$ cat config.mk
export PLATFORM = sky130hd
export DESIGN_NAME = onewire_bus_master
export DESIGN_NICKNAME = d
export VERILOG_FILES = /design/src/hdl/owbm_pkg.sv /design/src/hdl/owbm_cfg.sv /design/src/hdl/onewire_bus_master.sv
export SDC_FILE = /design/constraint.sdc
export NUM_CORES = 1
export LEC_CHECK = 0
export BUFFER_PORTS_ARGS = -buffer_cell sky130_fd_sc_hd__buf_2
export CAP_MARGIN = 10
export CELL_PAD_IN_SITES_DETAIL_PLACEMENT = 0
export CELL_PAD_IN_SITES_GLOBAL_PLACEMENT = 2
export CORE_UTILIZATION = 30
export CTS_CLUSTER_DIAMETER = 80
export DETAILED_ROUTE_END_ITERATION = 12
export GPL_TIMING_DRIVEN = 0
export HOLD_SLACK_MARGIN = 0.06
export PLACE_DENSITY = 0.75
export SYNTH_ARGS = -nofsm -noshare
export SYNTH_HDL_FRONTEND = slang
export SYNTH_SLANG_ARGS = --single-unit
$ cat constraint.sdc
create_clock -name i_clk -period 9 [get_ports i_clk]
set_clock_uncertainty 0.15 [all_clocks]
set_input_delay 1.35 -clock i_clk [delete_from_list [all_inputs] [get_ports i_clk]]
set_output_delay 1.35 -clock i_clk [all_outputs]
set_load 0.02 [all_outputs]
$ cat src/hdl/owbm_pkg.sv
// Shared types and constants for the single-wire bus master.
// No dependencies; used by owbm_cfg and onewire_bus_master.
`default_nettype none

package owbm_pkg;

    // tick counter width and its saturation value
    localparam int TICK_COUNT_WIDTH = 10;
    localparam logic [TICK_COUNT_WIDTH-1:0] CNT_MAX = {TICK_COUNT_WIDTH{1'b1}};

    // timing registers
    localparam int CFG_W     = 10;
    localparam int CFG_NUM   = 8;
    localparam int CFG_IDX_W = $clog2(CFG_NUM);

    // width used to compare the counter against a phase length
    localparam int CMP_W = (TICK_COUNT_WIDTH > CFG_W) ? TICK_COUNT_WIDTH : CFG_W;

    // register indexes
    localparam logic [CFG_IDX_W-1:0] CFG_RESET_LOW   = 3'd0;
    localparam logic [CFG_IDX_W-1:0] CFG_PRES_WAIT   = 3'd1;
    localparam logic [CFG_IDX_W-1:0] CFG_RESET_REC   = 3'd2;
    localparam logic [CFG_IDX_W-1:0] CFG_WRITE_LOW   = 3'd3;
    localparam logic [CFG_IDX_W-1:0] CFG_WRITE_HOLD  = 3'd4;
    localparam logic [CFG_IDX_W-1:0] CFG_READ_LOW    = 3'd5;
    localparam logic [CFG_IDX_W-1:0] CFG_READ_SAMPLE = 3'd6;
    localparam logic [CFG_IDX_W-1:0] CFG_READ_REC    = 3'd7;

    typedef logic [CFG_NUM-1:0][CFG_W-1:0] t_cfg_regs;

    // register values after reset
    localparam t_cfg_regs CFG_RESET_VALS = {
        10'd50, 10'd5, 10'd5, 10'd55, 10'd10, 10'd500, 10'd70, 10'd500
    };

    // request kinds
    typedef enum logic [1:0] {
        REQ_TICK  = 2'd0,
        REQ_RESET = 2'd1,
        REQ_WRITE = 2'd2,
        REQ_READ  = 2'd3
    } t_req;

    // sequencer phases
    typedef enum logic [3:0] {
        PH_IDLE     = 4'd0,
        PH_RST_LOW  = 4'd1,
        PH_RST_WAIT = 4'd2,
        PH_RST_REC  = 4'd3,
        PH_WR_LOW   = 4'd4,
        PH_WR_HOLD  = 4'd5,
        PH_RD_LOW   = 4'd6,
        PH_RD_WAIT  = 4'd7,
        PH_RD_REC   = 4'd8
    } t_phase;

    // bus widths
    localparam int IN_DATA_W  = 16;
    localparam int IN_USER_W  = 2;
    localparam int OUT_DATA_W = 16;

endpackage

`default_nettype wire

$ cat src/hdl/owbm_cfg.sv
// Timing register file of the single-wire bus master.
// Depends on owbm_pkg.
`default_nettype none

module owbm_cfg (
    input  wire logic                          i_clk,
    input  wire logic                          i_rst_n,
    input  wire logic                          i_cfg_we,
    input  wire logic [owbm_pkg::CFG_IDX_W-1:0] i_cfg_idx,
    input  wire logic [owbm_pkg::CFG_W-1:0]     i_cfg_data,
    output owbm_pkg::t_cfg_regs                o_cfg
);

    owbm_pkg::t_cfg_regs r_cfg;

    // register write, reset to the nominal bus timings
    always_ff @(posedge i_clk) begin
        if (!i_rst_n) begin
            r_cfg <= owbm_pkg::CFG_RESET_VALS;
        end else if (i_cfg_we) begin
            r_cfg[i_cfg_idx] <= i_cfg_data;
        end
    end

    assign o_cfg = r_cfg;

endmodule

`default_nettype wire

$ cat src/hdl/onewire_bus_master.sv
// Single-wire bus master: one tick per transfer, one result per tick.
// Depends on owbm_pkg and owbm_cfg.
//
//  channel   | dir | signals                        | payload
//  ----------+-----+--------------------------------+--------------------------------
//  s_axis    | in  | tvalid tready tdata tuser      | tuser: req_type; tdata: tx_byte, line_in
//  m_axis    | out | tvalid tready tdata            | line_release busy done presence rx_byte
//  cfg       | in  | i_cfg_we i_cfg_idx i_cfg_data  | timing register write
//
// The phase sequencer and the output register both load at the accepting edge, so the
// result is offered in the following cycle. One tick per cycle is sustained; the single
// output register sets the pace and s_axis_tready drops only while that register is full
// and m_axis is stalled.
// Synchronous active-low reset returns to idle with the nominal timings loaded.
`default_nettype none

module onewire_bus_master (
    input  wire logic                              i_clk,
    input  wire logic                              i_rst_n,
    // input ticks
    input  wire logic                              s_axis_tvalid,
    output logic                                   s_axis_tready,
    input  wire logic [owbm_pkg::IN_DATA_W-1:0]    s_axis_tdata,  // [7:0] tx_byte, [8] line_in
    input  wire logic [owbm_pkg::IN_USER_W-1:0]    s_axis_tuser,  // [1:0] req_type
    // results
    output logic                                   m_axis_tvalid,
    input  wire logic                              m_axis_tready,
    output logic [owbm_pkg::OUT_DATA_W-1:0]        m_axis_tdata,  // [0] line_release, [1] busy_res,
                                                                  // [2] done_res, [3] presence_level,
                                                                  // [11:4] rx_byte
    // configuration
    input  wire logic                              i_cfg_we,
    input  wire logic [owbm_pkg::CFG_IDX_W-1:0]    i_cfg_idx,
    input  wire logic [owbm_pkg::CFG_W-1:0]        i_cfg_data
);

    localparam int TCW = owbm_pkg::TICK_COUNT_WIDTH;
    localparam int CMW = owbm_pkg::CMP_W;

    owbm_pkg::t_cfg_regs cfg;

    owbm_cfg u_cfg (
        .i_clk      (i_clk),
        .i_rst_n    (i_rst_n),
        .i_cfg_we   (i_cfg_we),
        .i_cfg_idx  (i_cfg_idx),
        .i_cfg_data (i_cfg_data),
        .o_cfg      (cfg)
    );

    // sequencer state
    owbm_pkg::t_phase r_phase, n_phase;
    logic [TCW-1:0]   r_cnt, n_cnt;
    logic [2:0]       r_bit, n_bit;
    logic [7:0]       r_shift, n_shift;
    logic             r_presence, n_presence;
    logic [7:0]       r_rx, n_rx;

    // output register
    logic                           r_out_valid;
    logic [owbm_pkg::OUT_DATA_W-1:0] r_out_data, n_out_data;

    logic               accept;
    owbm_pkg::t_req     req;
    logic [7:0]         tx_byte;
    logic               line_in;
    owbm_pkg::t_phase   ph0;
    logic [TCW-1:0]     cnt0, cnt_inc;
    logic [2:0]         bit0;
    logic [7:0]         shift0;
    logic [owbm_pkg::CFG_W-1:0] len;
    logic               ph_end, drive, busy, done;

    assign req     = owbm_pkg::t_req'(s_axis_tuser);
    assign tx_byte = s_axis_tdata[7:0];
    assign line_in = s_axis_tdata[8];

    assign s_axis_tready = !r_out_valid || m_axis_tready;
    assign accept        = s_axis_tvalid && s_axis_tready;

    // start of an operation when idle
    always_comb begin
        ph0    = r_phase;
        cnt0   = r_cnt;
        bit0   = r_bit;
        shift0 = r_shift;
        if (r_phase == owbm_pkg::PH_IDLE && req != owbm_pkg::REQ_TICK) begin
            cnt0 = '0;
            bit0 = '0;
            case (req)
                owbm_pkg::REQ_RESET: ph0 = owbm_pkg::PH_RST_LOW;
                owbm_pkg::REQ_WRITE: begin
                    ph0    = owbm_pkg::PH_WR_LOW;
                    shift0 = tx_byte;
                end
                default: begin
                    ph0    = owbm_pkg::PH_RD_LOW;
                    shift0 = '0;
                end
            endcase
        end
    end

    // phase length select
    always_comb begin
        case (ph0)
            owbm_pkg::PH_RST_LOW:  len = cfg[owbm_pkg::CFG_RESET_LOW];
            owbm_pkg::PH_RST_WAIT: len = cfg[owbm_pkg::CFG_PRES_WAIT];
            owbm_pkg::PH_RST_REC:  len = cfg[owbm_pkg::CFG_RESET_REC];
            owbm_pkg::PH_WR_LOW:   len = cfg[owbm_pkg::CFG_WRITE_LOW];
            owbm_pkg::PH_WR_HOLD:  len = cfg[owbm_pkg::CFG_WRITE_HOLD];
            owbm_pkg::PH_RD_LOW:   len = cfg[owbm_pkg::CFG_READ_LOW];
            owbm_pkg::PH_RD_WAIT:  len = cfg[owbm_pkg::CFG_READ_SAMPLE];
            owbm_pkg::PH_RD_REC:   len = cfg[owbm_pkg::CFG_READ_REC];
            default:               len = '0;
        endcase
    end

    // saturating tick count and end of phase
    assign cnt_inc = (cnt0 == owbm_pkg::CNT_MAX) ? cnt0 : cnt0 + 1'b1;
    assign ph_end  = (CMW'(cnt_inc) >= CMW'(len)) || (cnt_inc == owbm_pkg::CNT_MAX);

    // next state and line drive
    always_comb begin
        n_phase    = ph0;
        n_cnt      = cnt0;
        n_bit      = bit0;
        n_shift    = shift0;
        n_presence = r_presence;
        n_rx       = r_rx;
        drive      = 1'b1;
        busy       = 1'b0;
        done       = 1'b0;
        if (ph0 != owbm_pkg::PH_IDLE) begin
            busy  = 1'b1;
            n_cnt = cnt_inc;
            case (ph0)
                owbm_pkg::PH_RST_LOW,
                owbm_pkg::PH_WR_LOW,
                owbm_pkg::PH_RD_LOW:   drive = 1'b0;
                owbm_pkg::PH_WR_HOLD:  drive = shift0[bit0];
                default:               drive = 1'b1;
            endcase
            if (ph_end) begin
                n_cnt = '0;
                case (ph0)
                    owbm_pkg::PH_RST_LOW:  n_phase = owbm_pkg::PH_RST_WAIT;
                    owbm_pkg::PH_RST_WAIT: begin
                        n_presence = line_in;
                        n_phase    = owbm_pkg::PH_RST_REC;
                    end
                    owbm_pkg::PH_RST_REC: begin
                        n_phase = owbm_pkg::PH_IDLE;
                        done    = 1'b1;
                    end
                    owbm_pkg::PH_WR_LOW:   n_phase = owbm_pkg::PH_WR_HOLD;
                    owbm_pkg::PH_WR_HOLD: begin
                        if (bit0 == 3'd7) begin
                            n_phase = owbm_pkg::PH_IDLE;
                            done    = 1'b1;
                        end else begin
                            n_bit   = bit0 + 3'd1;
                            n_phase = owbm_pkg::PH_WR_LOW;
                        end
                    end
                    owbm_pkg::PH_RD_LOW:   n_phase = owbm_pkg::PH_RD_WAIT;
                    owbm_pkg::PH_RD_WAIT: begin
                        n_shift[bit0] = shift0[bit0] | line_in;
                        n_phase       = owbm_pkg::PH_RD_REC;
                    end
                    owbm_pkg::PH_RD_REC: begin
                        if (bit0 == 3'd7) begin
                            n_rx    = shift0;
                            n_phase = owbm_pkg::PH_IDLE;
                            done    = 1'b1;
                        end else begin
                            n_bit   = bit0 + 3'd1;
                            n_phase = owbm_pkg::PH_RD_LOW;
                        end
                    end
                    default:               n_phase = owbm_pkg::PH_IDLE;
                endcase
            end
        end
    end

    // result packing
    assign n_out_data = {4'b0000, n_rx, n_presence, done, busy, drive};

    // sequencer registers advance once per accepted tick
    always_ff @(posedge i_clk) begin
        if (!i_rst_n) begin
            r_phase    <= owbm_pkg::PH_IDLE;
            r_cnt      <= '0;
            r_bit      <= '0;
            r_shift    <= '0;
            r_presence <= 1'b1;
            r_rx       <= '0;
        end else if (accept) begin
            r_phase    <= n_phase;
            r_cnt      <= n_cnt;
            r_bit      <= n_bit;
            r_shift    <= n_shift;
            r_presence <= n_presence;
            r_rx       <= n_rx;
        end
    end

    // output register valid
    always_ff @(posedge i_clk) begin
        if (!i_rst_n) begin
            r_out_valid <= 1'b0;
        end else if (accept) begin
            r_out_valid <= 1'b1;
        end else if (m_axis_tready) begin
            r_out_valid <= 1'b0;
        end
    end

    // output payload
    always_ff @(posedge i_clk) begin
        if (accept) begin
            r_out_data <= n_out_data;
        end
    end

    assign m_axis_tvalid = r_out_valid;
    assign m_axis_tdata  = r_out_data;

`ifndef SYNTHESIS
    // a completion tick is always a busy tick
    a_done_busy: assert property (@(posedge i_clk) disable iff (!i_rst_n)
        r_out_valid && r_out_data[2] |-> r_out_data[1])
        else $error("done without busy");

    // completion returns the sequencer to idle
    a_done_idle: assert property (@(posedge i_clk) disable iff (!i_rst_n)
        accept && done |=> r_phase == owbm_pkg::PH_IDLE)
        else $error("not idle after done");

    // counter is clear whenever the sequencer idles
    a_idle_cnt: assert property (@(posedge i_clk) disable iff (!i_rst_n)
        r_phase == owbm_pkg::PH_IDLE |-> r_cnt == '0)
        else $error("tick count left over in idle");

    // an empty output register never blocks input
    a_ready: assert property (@(posedge i_clk) disable iff (!i_rst_n)
        !r_out_valid |-> s_axis_tready)
        else $error("input stalled with empty output");
`endif

endmodule

`default_nettype wire

==> impl_metrics.py <==
metrics = {
    "logic_synthesis": {
        "netlist_area_mm2": 0.00662,
        "synth.distinct_cells": 67,
        "seq_area_frac_synth": 0.402,
        "ys_top_cells_by_area": "dfxtp_1 35%, nand2_1 13%, a21oi_1 5.8%",
        "synth_compound_area_frac": 0.202,
        "synth_fa_ha_area_frac": 0.0302,
        "synthArstFlopShare": 0,
        "muxShareOfSynthArea": 0.0522,
        "synthTopCellsByCount": "229 x nand2_1, 115 x dfxtp_1, 77 x a21oi_1, 48 x nand3_1, 45 x nor2_1",
        "synth_top_family_by_area": "simple AND/OR/NAND/NOR gates",
        "yosysWarnings": 0,
        "syn_avg_cell_area_um2": 7.83,
        "synth-edff-count": 12,
        "synth_xor_area_frac": 0.00529,
        "synth.most_common_cell": "nand2_1",
        "synthSimpleGateAreaFrac": 0.262,
        "netlist.area_leader.share": 0.348,
        "synthFlopType": "dfxtp_1",
        "synth_largest_area_cell": "dfxtp_1",
        "ys_ff_latch": 127,
        "syn-instance-count": 846,
    },
    "critical_path": {
        "cp_num_buf_inv": 7,
        "crit_family": "buffers and inverters",
        "cp_cell_sequence": "buf_2 -> inv_1 -> ha_1 -> nor4_2 -> nand2_1 -> clkbuf_1 -> clkbuf_1 -> and2_0 -> ha_1 -> clkbuf_1 -> and2_1 -> clkbuf_1 -> nand4_1 -> xnor2_1 -> ha_1 -> nand2b_1 -> a21oi_1 -> nor2b_1 -> o2111ai_1 -> a41oi_1 -> or2_1 -> buf_2 -> nand2_2 -> mux2_2",
        "crit_type": "in -> reg",
        "cp.arrival_ns": 7.02,
        "worstSetupEndpointType": "flop",
        "worstPathRequired_ns": 9.02,
        "cpPeakStageDelay_ns": 0.50,
        "start_kind": "input pin",
        "ff2ff_setup_slack_ns": 2.70,
        "critPathMaxFanout": 10,
        "crit_path_top_delay_cell": "clkbuf_1",
        "cpMostUsedCell": "clkbuf_1",
    },
    "grt": {
        "grtUsageTotal": 0.211,
        "overflow": 0,
        "grt_pass1_wl_mm": 35.5,
        "grt_max_degree": 22,
        "grt_pass1_vias": 5923,
        "antenna_found_initial": 0,
    },
    "floorplan": {
        "ios": 54,
        "start_util": 0.310,
        "rows": 53,
        "core-area_mm2": 0.0214,
        "die_h_um": 151,
        "die-area_mm2": 0.0227,
        "dieWidth_um": 151,
    },
    "detailed_routing": {
        "via_count": 6290,
        "finalWirelength_mm": 22.7,
        "wire_per_inst_um": 19.2,
        "vias_per_cell": 5.31,
        "drtIter0Drc": 472,
        "final_antenna_net_count": 0,
        "drc": 0,
        "drt_first_pass_iters": 7,
    },
    "timing": {
        "period_needed_ns": 7.00,
        "drv_slew": 0,
        "tns_ns": 0,
        "timing.fmax_mhz": 143,
        "rsz0062_at_grt": "false",
        "worst_slew_pin_slew_ns": 1.22,
        "slew_headroom": 0.184,
        "finalHoldViolCount": 0,
        "fin_crit_sh": 0.778,
        "setup_violations": 0,
    },
    "cts": {
        "root_buffer": "clkbuf_16",
        "cts_setup_buffers": 0,
        "path_clk_slew_ns": 0.06,
        "clk_path_buf_depth": 2,
        "cts.repair.resized": 0,
        "cts_hold_buf": 0,
        "htreeDepth": 4,
        "clk_latency_ns": 0.42,
        "tritoncts": "done",
        "cts_buffers": 17,
        "cts.sinks": 127,
    },
    "pwr": {
        "ir_drop_mv": 0.129,
        "power.density_mw_per_mm2": 245,
        "total_power_w": 0.00189,
        "p_leak_nw": 2.89,
    },
    "cells_and_area": {
        "final_nets": 948,
        "insertedDiodeCount": 0,
        "seqCellArea_mm2": 0.00266,
        "multi_input_area_mm2": 0.00367,
        "layout-drive-gt1-share": 0.103,
        "syn_to_final_growth_pct": 16.5,
        "fin_area_mm2": 0.00771,
        "fill_cells": 2303,
    },
    "outcome": {
        "outcome": "finished clean",
    },
    "placed_design": {
        "dpl_cell_area_mm2": 0.00713,
        "io_buffers": 27,
        "place_hpwl_mm": 16.0,
        "place_congestion": 0.806,
    },
    "worst_hold_path": {
        "hp-class": "reg -> reg",
    },
    "run": {
        "drv_cap": 0,
    },
}
## layer usage
| metal | global-route usage | routed length, µm | up-vias |
|---|---|---|---|
| met3 | 0.0373 | 1240 | 31 |
| met4 | 0.0687 | 524 | 0 |
| met1 | 0.290 | 10600 | 2973 |
| met5 | 0 | 0 | - |
| met2 | 0.332 | 10300 | 185 |
| li1 | - | - | 3101 |
## registers in the layout, indices dropped and copies added (netlist names)
signal / count
r_phase: 4
u_cfg.o_cfg: 80
r_bit: 3
r_shift: 8
r_rx: 8
m_axis_tvalid: 1
r_presence: 1
r_cnt: 10
m_axis_tdata: 12
## cell families (layout without fill, tap and decap cells)
| logic type | Yosys count | in the layout |
|---|---|---|
| and+or+nand+nor | 388 | 388 |
| AOI/OAI and AO/OA | 203 | 203 |
| DFF | 127 | 127 |
| buffers and inverters | 74 | 134 |
| muxes | 33 | 33 |
| adders and majority gates | 16 | 16 |
| xor gates and xnor gates | 4 | 4 |
| other | 1 | 4 |
## metrics by stage
stage          setup WS, ns  utilization  hold WS, ns  instances
2_1_floorplan          3.10            -        0.283        849
3_3_place_gp           1.53        0.333        0.293       1151
3_5_place_dp           1.60        0.334        0.296       1152
4_1_cts                2.04        0.361        0.304       1184
5_1_grt                1.49        0.361        0.320       1184
6_report               2.00        0.361        0.304       1184
## final cells by class
cell class                      instances  area share
Sequential cell                       127       0.345
Inverter                               11     0.00535
Clock buffer                           21      0.0626
Tap cell                              275      0.0446
Clock inverter                         11      0.0135
Buffer                                 63      0.0342
Timing Repair Buffer                   28      0.0185
Multi-Input combinational cell        648       0.476
## final timing paths
kind                                  endpoint                          from  depth (start not counted)
setup / recovery     m_axis_tdata[5]$_DFFE_PP_               s_axis_tuser[1]                         24
hold / removal    u_cfg.o_cfg[65]$_SDFFE_PN0P_  u_cfg.o_cfg[65]$_SDFFE_PN0P_                          2
hold reg to reg   u_cfg.o_cfg[65]$_SDFFE_PN0P_  u_cfg.o_cfg[65]$_SDFFE_PN0P_                          2
setup reg to reg     m_axis_tdata[5]$_DFFE_PP_       r_phase[2]$_SDFFE_PN0P_                         22
## report_power, final
group / internal, W / switching (W)
Clock: 0.000414 / 0.000273
Sequential: 0.000597 / 0.0000150
Combinational: 0.000176 / 0.000418
## worst min-delay path, cell delays in order, from the launching register on
cell	delay [ns]
dfxtp_1	0.30
nand2_1	0.05
a21oi_1	0.05
## cells in the final DEF (no fill, tap or decap), types with 10 or more instances in the layout
cell	netlist	routed
mux2i_1	21	21
nand3_1	48	48
nor2_1	45	45
buf_2	7	34
clkbuf_1	38	40
buf_1	13	13
edfxtp_1	12	12
nand2_1	229	229
o21ai_0	22	22
clkbuf_16	0	19
ha_1	16	16
mux2_2	11	11
nand2b_1	10	10
a21oi_1	77	77
inv_1	10	10
dfxtp_1	115	115
(Power assumes the default switching activity.)
